## config.mk

```make
export PLATFORM = sky130hd
export DESIGN_NAME = job_deadline_scheduler_unit
export DESIGN_NICKNAME = d
export VERILOG_FILES = /design/src/hw/rtl/jds_pkg.sv /design/src/hw/rtl/job_deadline_scheduler_unit.sv
export SDC_FILE = /design/constraint.sdc
export NUM_CORES = 2
export LEC_CHECK = 0
export ABC_AREA = 1
export BUFFER_PORTS_ARGS = -buffer_cell sky130_fd_sc_hd__buf_2
export CORE_MARGIN = 2
export CORE_UTILIZATION = 55
export DETAILED_ROUTE_END_ITERATION = 10
export GPL_ROUTABILITY_DRIVEN = 0
export PLACE_DENSITY = 0.71
export SYNTH_ARGS = -nofsm -noshare
export SYNTH_HDL_FRONTEND = slang
export SYNTH_SLANG_ARGS = --single-unit
export TNS_END_PERCENT = 30
```

## constraint.sdc

```tcl
create_clock -name clk_i -period 6.3 [get_ports clk_i]
set_input_delay 0.315 -clock clk_i [delete_from_list [all_inputs] [get_ports clk_i]]
set_output_delay 0.315 -clock clk_i [all_outputs]
set_load 0.02 [all_outputs]
```

## src/hw/rtl/jds_pkg.sv

```systemverilog
// ----------------------------------------------------------------------------
// jds_pkg
// Shared sizes, codes and types for the job deadline scheduler.
// ----------------------------------------------------------------------------
package jds_pkg;

  // Batch and slot limits
  localparam int MAX_JOBS    = 64;
  localparam int MAX_SLOTS   = 64;
  localparam int PROFIT_BITS = 16;

  // Derived widths
  localparam int IDX_W  = $clog2(MAX_JOBS);       // job address
  localparam int CNT_W  = $clog2(MAX_JOBS + 1);   // job count, 0..MAX_JOBS
  localparam int SLOT_W = $clog2(MAX_SLOTS);      // slot address
  localparam int SDL_W  = $clog2(MAX_SLOTS + 1);  // saturated deadline, 0..MAX_SLOTS

  // Fixed field widths of the streams
  localparam int PROFIT_W    = 16;
  localparam int DEADLINE_W  = 7;
  localparam int JOB_INDEX_W = 6;
  localparam int STATUS_W    = 2;
  localparam int S_TDATA_W   = 24;
  localparam int M_TDATA_W   = 8;

  // Result status codes
  typedef enum logic [STATUS_W-1:0] {
    STATUS_SCHED = 2'd0,
    STATUS_NONE  = 2'd1,
    STATUS_OVF   = 2'd2
  } status_e;

  // Sequencer states
  typedef enum logic [2:0] {
    ST_LOAD,
    ST_SEL,
    ST_PLACE,
    ST_EMIT_SCAN,
    ST_EMIT_READ
  } state_e;

  // One stored job
  typedef struct packed {
    logic [PROFIT_BITS-1:0] profit;
    logic [SDL_W-1:0]       deadline;
  } job_t;

endpackage

```

## src/hw/rtl/job_deadline_scheduler_unit.sv

```systemverilog
// Sequence: N jobs load at one item per cycle; then N + 1 scans of the job memory
//   (the last finding no job left) and N backward slot searches, each from the
//   job's deadline down to the latest free slot, if there is one.
// Emission: results leave in slot order, one per used slot; free slots are skipped.
// Throughput: one batch at a time; the job memory read port sets the ordering time.
// Reset: control, counters, slot-used and job-taken bits clear; memories are not cleared.
// ----------------------------------------------------------------------------
// job_deadline_scheduler_unit
// Greedy job sequencing with deadlines over a job memory and a slot memory.
// ----------------------------------------------------------------------------
module job_deadline_scheduler_unit import jds_pkg::*; (
  input  logic                 clk_i,
  input  logic                 rst_ni,
  // input stream
  input  logic                 s_axis_tvalid,
  output logic                 s_axis_tready,
  input  logic [S_TDATA_W-1:0] s_axis_tdata,   // [15:0] profit, [22:16] deadline, [23] zero
  input  logic                 s_axis_tlast,   // last_job
  // result stream
  output logic                 m_axis_tvalid,
  input  logic                 m_axis_tready,
  output logic [M_TDATA_W-1:0] m_axis_tdata,   // [5:0] job_index, [7:6] zero
  output logic [STATUS_W-1:0]  m_axis_tuser,   // [1:0] status
  output logic                 m_axis_tlast    // last_of_run
);

  state_e state_q, state_d;

  // Batch bookkeeping
  logic [CNT_W-1:0]       job_cnt_q, job_cnt_d;
  logic                   ovf_q, ovf_d;
  logic [MAX_JOBS-1:0]    taken_q, taken_d;
  logic [MAX_SLOTS-1:0]   used_q, used_d;
  logic [CNT_W-1:0]       placed_q, placed_d;
  logic [CNT_W-1:0]       sent_q, sent_d;

  // Selection scan
  logic [CNT_W-1:0]       scan_q, scan_d;
  logic                   rd_vld_q, rd_vld_d;
  logic [IDX_W-1:0]       rd_idx_q, rd_idx_d;
  logic                   best_vld_q, best_vld_d;
  logic [IDX_W-1:0]       best_idx_q, best_idx_d;
  logic [PROFIT_BITS-1:0] best_p_q, best_p_d;
  logic [SDL_W-1:0]       best_dl_q, best_dl_d;

  // Slot search and emission
  logic [SDL_W-1:0]       slot_ptr_q, slot_ptr_d;
  logic [SDL_W-1:0]       ptr_m1;
  logic [SLOT_W-1:0]      emit_q, emit_d;

  // Output register
  logic                   m_vld_q, m_vld_d;
  logic [IDX_W-1:0]       m_idx_q, m_idx_d;
  status_e                m_status_q, m_status_d;
  logic                   m_last_q, m_last_d;

  // Memories
  job_t                   job_mem [MAX_JOBS];
  job_t                   job_rd_q;
  logic                   job_we, job_re;
  logic [IDX_W-1:0]       job_raddr;
  job_t                   job_wdata;
  logic [IDX_W-1:0]       slot_mem [MAX_SLOTS];
  logic [IDX_W-1:0]       slot_rd_q;
  logic                   slot_we, slot_re;
  logic [SLOT_W-1:0]      slot_raddr;

  // Helpers
  logic                   s_acc;
  logic                   out_free;
  logic                   sel_done;
  logic                   last_item;
  logic [DEADLINE_W-1:0]  in_deadline;

  assign s_acc       = s_axis_tvalid && s_axis_tready;
  assign out_free    = !m_vld_q || m_axis_tready;
  assign sel_done    = (scan_q == job_cnt_q) && !rd_vld_q;
  assign last_item   = (sent_q == placed_q - 1'b1);
  assign ptr_m1      = slot_ptr_q - 1'b1;
  assign in_deadline = s_axis_tdata[PROFIT_W +: DEADLINE_W];

  // Job write data: profit kept to PROFIT_BITS, deadline saturated to MAX_SLOTS
  always_comb begin
    job_wdata.profit = PROFIT_BITS'(s_axis_tdata[PROFIT_W-1:0]);
    if (in_deadline > DEADLINE_W'(MAX_SLOTS)) begin
      job_wdata.deadline = SDL_W'(MAX_SLOTS);
    end else begin
      job_wdata.deadline = SDL_W'(in_deadline);
    end
  end

  // Next state
  always_comb begin
    state_d = state_q;
    case (state_q)
      ST_LOAD: begin
        if (s_acc && s_axis_tlast) state_d = ST_SEL;
      end
      ST_SEL: begin
        if (sel_done) state_d = best_vld_q ? ST_PLACE : ST_EMIT_SCAN;
      end
      ST_PLACE: begin
        if (slot_ptr_q == '0 || !used_q[ptr_m1[SLOT_W-1:0]]) state_d = ST_SEL;
      end
      ST_EMIT_SCAN: begin
        if (placed_q == '0) begin
          if (out_free) state_d = ST_LOAD;
        end else if (used_q[emit_q] && out_free) begin
          state_d = ST_EMIT_READ;
        end
      end
      ST_EMIT_READ: begin
        state_d = last_item ? ST_LOAD : ST_EMIT_SCAN;
      end
      default: state_d = ST_LOAD;
    endcase
  end

  // Datapath and memory control
  always_comb begin
    job_cnt_d  = job_cnt_q;
    ovf_d      = ovf_q;
    taken_d    = taken_q;
    used_d     = used_q;
    placed_d   = placed_q;
    sent_d     = sent_q;
    scan_d     = scan_q;
    rd_vld_d   = 1'b0;
    rd_idx_d   = rd_idx_q;
    best_vld_d = best_vld_q;
    best_idx_d = best_idx_q;
    best_p_d   = best_p_q;
    best_dl_d  = best_dl_q;
    slot_ptr_d = slot_ptr_q;
    emit_d     = emit_q;
    m_vld_d    = m_vld_q && !m_axis_tready;
    m_idx_d    = m_idx_q;
    m_status_d = m_status_q;
    m_last_d   = m_last_q;
    job_we     = 1'b0;
    job_re     = 1'b0;
    job_raddr  = scan_q[IDX_W-1:0];
    slot_we    = 1'b0;
    slot_re    = 1'b0;
    slot_raddr = emit_q;

    case (state_q)
      // store jobs until the closing item
      ST_LOAD: begin
        if (s_acc) begin
          if (job_cnt_q < CNT_W'(MAX_JOBS)) begin
            job_we    = 1'b1;
            job_cnt_d = job_cnt_q + 1'b1;
          end else begin
            ovf_d = 1'b1;
          end
          if (s_axis_tlast) begin
            scan_d     = '0;
            best_vld_d = 1'b0;
          end
        end
      end

      // scan all jobs for the highest-profit untaken one, lowest index on ties
      ST_SEL: begin
        if (scan_q != job_cnt_q) begin
          job_re   = 1'b1;
          rd_vld_d = 1'b1;
          rd_idx_d = scan_q[IDX_W-1:0];
          scan_d   = scan_q + 1'b1;
        end
        if (rd_vld_q && !taken_q[rd_idx_q] &&
            (!best_vld_q || job_rd_q.profit > best_p_q)) begin
          best_vld_d = 1'b1;
          best_idx_d = rd_idx_q;
          best_p_d   = job_rd_q.profit;
          best_dl_d  = job_rd_q.deadline;
        end
        if (sel_done) begin
          if (best_vld_q) begin
            taken_d[best_idx_q] = 1'b1;
            slot_ptr_d          = best_dl_q;
          end else begin
            emit_d = '0;
            sent_d = '0;
          end
        end
      end

      // walk back from the deadline to the latest free slot
      ST_PLACE: begin
        if (slot_ptr_q == '0) begin
          scan_d     = '0;
          best_vld_d = 1'b0;
        end else if (!used_q[ptr_m1[SLOT_W-1:0]]) begin
          used_d[ptr_m1[SLOT_W-1:0]] = 1'b1;
          slot_we    = 1'b1;
          placed_d   = placed_q + 1'b1;
          scan_d     = '0;
          best_vld_d = 1'b0;
        end else begin
          slot_ptr_d = ptr_m1;
        end
      end

      // find the next used slot and read its job
      ST_EMIT_SCAN: begin
        if (placed_q == '0) begin
          if (out_free) begin
            m_vld_d    = 1'b1;
            m_idx_d    = '0;
            m_status_d = STATUS_NONE;
            m_last_d   = 1'b1;
            job_cnt_d  = '0;
            ovf_d      = 1'b0;
            taken_d    = '0;
          end
        end else if (used_q[emit_q]) begin
          if (out_free) slot_re = 1'b1;
        end else begin
          emit_d = emit_q + 1'b1;
        end
      end

      // load the result register; clear the batch after the final one
      ST_EMIT_READ: begin
        m_vld_d    = 1'b1;
        m_idx_d    = slot_rd_q;
        m_status_d = ovf_q ? STATUS_OVF : STATUS_SCHED;
        m_last_d   = last_item;
        sent_d     = sent_q + 1'b1;
        emit_d     = emit_q + 1'b1;
        if (last_item) begin
          job_cnt_d = '0;
          ovf_d     = 1'b0;
          taken_d   = '0;
          used_d    = '0;
          placed_d  = '0;
        end
      end

      default: ;
    endcase
  end

  // Job memory: one write port, one registered read port
  always_ff @(posedge clk_i) begin
    if (job_we) job_mem[job_cnt_q[IDX_W-1:0]] <= job_wdata;
    if (job_re) job_rd_q <= job_mem[job_raddr];
  end

  // Slot memory: job index held in each used slot
  always_ff @(posedge clk_i) begin
    if (slot_we) slot_mem[ptr_m1[SLOT_W-1:0]] <= best_idx_q;
    if (slot_re) slot_rd_q <= slot_mem[slot_raddr];
  end

  // Control registers
  always_ff @(posedge clk_i or negedge rst_ni) begin
    if (!rst_ni) begin
      state_q    <= ST_LOAD;
      job_cnt_q  <= '0;
      ovf_q      <= 1'b0;
      taken_q    <= '0;
      used_q     <= '0;
      placed_q   <= '0;
      sent_q     <= '0;
      scan_q     <= '0;
      rd_vld_q   <= 1'b0;
      best_vld_q <= 1'b0;
      emit_q     <= '0;
      m_vld_q    <= 1'b0;
    end else begin
      state_q    <= state_d;
      job_cnt_q  <= job_cnt_d;
      ovf_q      <= ovf_d;
      taken_q    <= taken_d;
      used_q     <= used_d;
      placed_q   <= placed_d;
      sent_q     <= sent_d;
      scan_q     <= scan_d;
      rd_vld_q   <= rd_vld_d;
      best_vld_q <= best_vld_d;
      emit_q     <= emit_d;
      m_vld_q    <= m_vld_d;
    end
  end

  // Payload registers
  always_ff @(posedge clk_i) begin
    rd_idx_q   <= rd_idx_d;
    best_idx_q <= best_idx_d;
    best_p_q   <= best_p_d;
    best_dl_q  <= best_dl_d;
    slot_ptr_q <= slot_ptr_d;
    m_idx_q    <= m_idx_d;
    m_status_q <= m_status_d;
    m_last_q   <= m_last_d;
  end

  // Ports
  assign s_axis_tready = (state_q == ST_LOAD);
  assign m_axis_tvalid = m_vld_q;
  assign m_axis_tdata  = M_TDATA_W'(JOB_INDEX_W'(m_idx_q));
  assign m_axis_tuser  = m_status_q;
  assign m_axis_tlast  = m_last_q;

endmodule

```

==> reports/summary.txt <==
status = finished with violations
failing checks = antenna violations
worst vdd ir = 0.347 mV
area leader, netlist = edfxtp_1
P per Cell Area = 410 mW/mm2
ys flop type = edfxtp_1
RR Startpoint = state_q[1]
total CTS buffers = 203
Finished Layout Cells = 9,152
worst hold start = s_axis_tvalid
Top cell by count, worst path = nor2_1
sequential element share of the synthesized area = 0.724
Critical Path Start Type = register
final hold vios = 0
die height = 400 um
post-synthesis cell type count = 43
Post-synth ARST share = 0.0803
Fmax = 233 MHz
Clk Latency, worst-skew pair = 0.85 ns
fraction of layout cells with a size suffix above 1 = 0.0798
period utilisation layout = 0.682
Worst-Margin Slew = 1.34 ns
Leak = 32.2 nW
Via density = 6.16
post-CTS setup buffer count = 0
mapped cell area = 0.0862 mm2
hpwl dp = 117 mm
die area = 0.160 mm2
Initial Util = 0.553
skew final = 0.0580 ns
drt first pass iters = 8
Synth top area share = 0.675
CP Cell Sequence = nor2_1 -> inv_1 -> nor2_1 -> inv_1 -> nor2_1 -> inv_1 -> nor2_1 -> nand4_1 -> nor2_2 -> buf_4
slowest CP cell = nor2_2
worst hold-check path type = in2reg
placed insts = 8,771
largest net degree at the start of global routing = 199
mean post-synth cell area = 12.3 um2
vias = 56,400
global-route usage over all layers = 0.268
critical setup path kind = reg2reg
crit path max fanout = 14
CP required = 6.81 ns
slew margin rel. = 0.103
CTS clk-pin slew, worst paths = 0.06 ns
CTS tree = done
Ys Warns = 0
final setup fails = 0
critical path launch point = state_q[1]
H-tree Lvls = 4
Site Rows = 145
Die X = 400 um
Core Area = 0.156 mm2
IO Port Bufs = 38
Critical Path Sink Type = register
Avg WL per Cell = 23.7 um
initial antenna violation count = 1
WL final = 217 mm
#FFs+latches synth = 2,105
CTS Buffer Depth = 3
DRT iter0 DRCs = 7,373
Nets = 6,974
Syn Inst Count = 6,992
post-route ant nets = 1
first-pass GRT wire length = 324 mm
CTS Sinks = 2,105
root buf cell = clkbuf_16
setup_tns = 0 ns
GR Overflow Total = 0
vias in the first global route = 53,600
synth top area cells = edfxtp_1 67%, nor2_1 6.2%, dfrtp_1 4.9%, o21ai_0 4.6%, nand2_1 2.7%
Layout Area Growth over Synthesis = 10.5%
max-slew violations = 0
CP arrival = 4.81 ns
Max Cap Viol = 0
Final Critical Period = 4.30 ns
EDFF count, synth = 1,936
RSZ-0062 raised after global routing = no
slowest stage delay, CP = 0.93 ns
IO Pins = 42
Pwr Total = 0.0390 W
DRC viols = 0
[final cells by class]
class | count | area [um2]
antenna | 5 | 12.5
clock buffer | 264 | 5470
clock inverter | 108 | 1080
fill | 11600 | 60700
inverter | 261 | 996
multi-input combinational | 4165 | 21200
sequential | 2105 | 62400
tap | 2058 | 2570
timing repair buffer | 186 | 1500
[stage by stage]
step | setup slack [ns] | area, um2 | hold slack [ns] | util
finish | 2.00 | 95200 | 0.0599 | 0.611
global route | 1.75 | 95200 | 0.0968 | 0.611
CTS | 2.19 | 95200 | 0.00589 | 0.611
floorplan | 2.51 | 86200 | 0.0194 | -
global placement | 2.23 | 88600 | 0.249 | 0.568
detailed placement | 2.19 | 88600 | 0.256 | 0.568
[critical path, delay by kind of cell (launching register included)]
kind                   cells  cell delay (ns)
and+or+nand+nor            6             2.91
buffers and inverters      4             0.62
DFF                        1             0.44
[cell usage after synthesis, types with 5 or more instances]
cell,number
clkinv_1,5
o211ai_1,109
o21ai_0,786
xnor2_1,15
ha_1,23
o32ai_1,201
clkbuf_1,297
nand2_2,5
buf_2,111
edfxtp_1,1936
nand2_1,615
inv_1,253
o221ai_1,138
o22ai_1,76
nor3_1,25
a21oi_1,169
nand3_1,347
dfrtp_1,169
buf_6,7
buf_4,8
nand4_1,44
xor2_1,17
nor2_1,1418
o21ai_1,53
buf_1,38
mux2i_1,104
[cells by family after synthesis]
family | count (synthesis) | synth area share
mux | 104 | 0.0121
xor+xnor | 32 | 0.00325
other cells | 1 | 0.0000435
flops | 2105 | 0.724
fa+ha+maj | 23 | 0.00334
simple gates | 2464 | 0.115
buf+inv | 723 | 0.0341
compound gates | 1540 | 0.109
[sequential cells by signal (all words and copies together) (netlist names), 16 cells and up]
signal    flops
best_p_q     16
job_mem    1472
job_rd_q     23
slot_mem    384
taken_q      64
used_q       64
[power breakdown]
part	internal (W)	switching [W]
logic	0.00290	0.00751
registers	0.0161	0.000556
clock network	0.00685	0.00514
[repair_timing]
item	in CTS	in global routing
setup endpoints to repair	0	0
hold endpoints to repair	83	0
hold buffers	4	0
resized for setup	0	0
[cells in the final DEF, fill, tap and decap left out, types with 104 or more instances in the layout]
| cell | count |
|---|---|
| o221ai_1 | 138 |
| a21oi_1 | 169 |
| o21ai_0 | 786 |
| nor2_1 | 1366 |
| nand2_1 | 615 |
| edfxtp_1 | 1936 |
| inv_1 | 247 |
| o32ai_1 | 201 |
| clkbuf_16 | 207 |
| o211ai_1 | 109 |
| nand3_1 | 347 |
| dfrtp_1 | 163 |
| mux2i_1 | 104 |
| buf_4 | 130 |
[worst paths after layout]
check	slack [ns]	endpoint	depth (start not counted)
min reg2reg	0.42	best_dl_q[6]	0
max reg2reg	2.00	job_mem[12][9]	10
max	2.00	job_mem[12][9]	10
min	0.06	ovf_q	5
min in group asynchronous	0.54	used_q[58]	4
max in group asynchronous	4.89	scan_q[1]	4
[metal layers]
metal,wire [um],vias to the layer above,part of all wire,track usage
met5,0,-,0,0
li1,-,25400,-,-
met2,103000,2740,0.47,0.427
met4,8160,0,0.038,0.104
met3,19800,468,0.091,0.0485
met1,86600,27800,0.40,0.369
No activity file was read; power rests on OpenSTA's default activity.
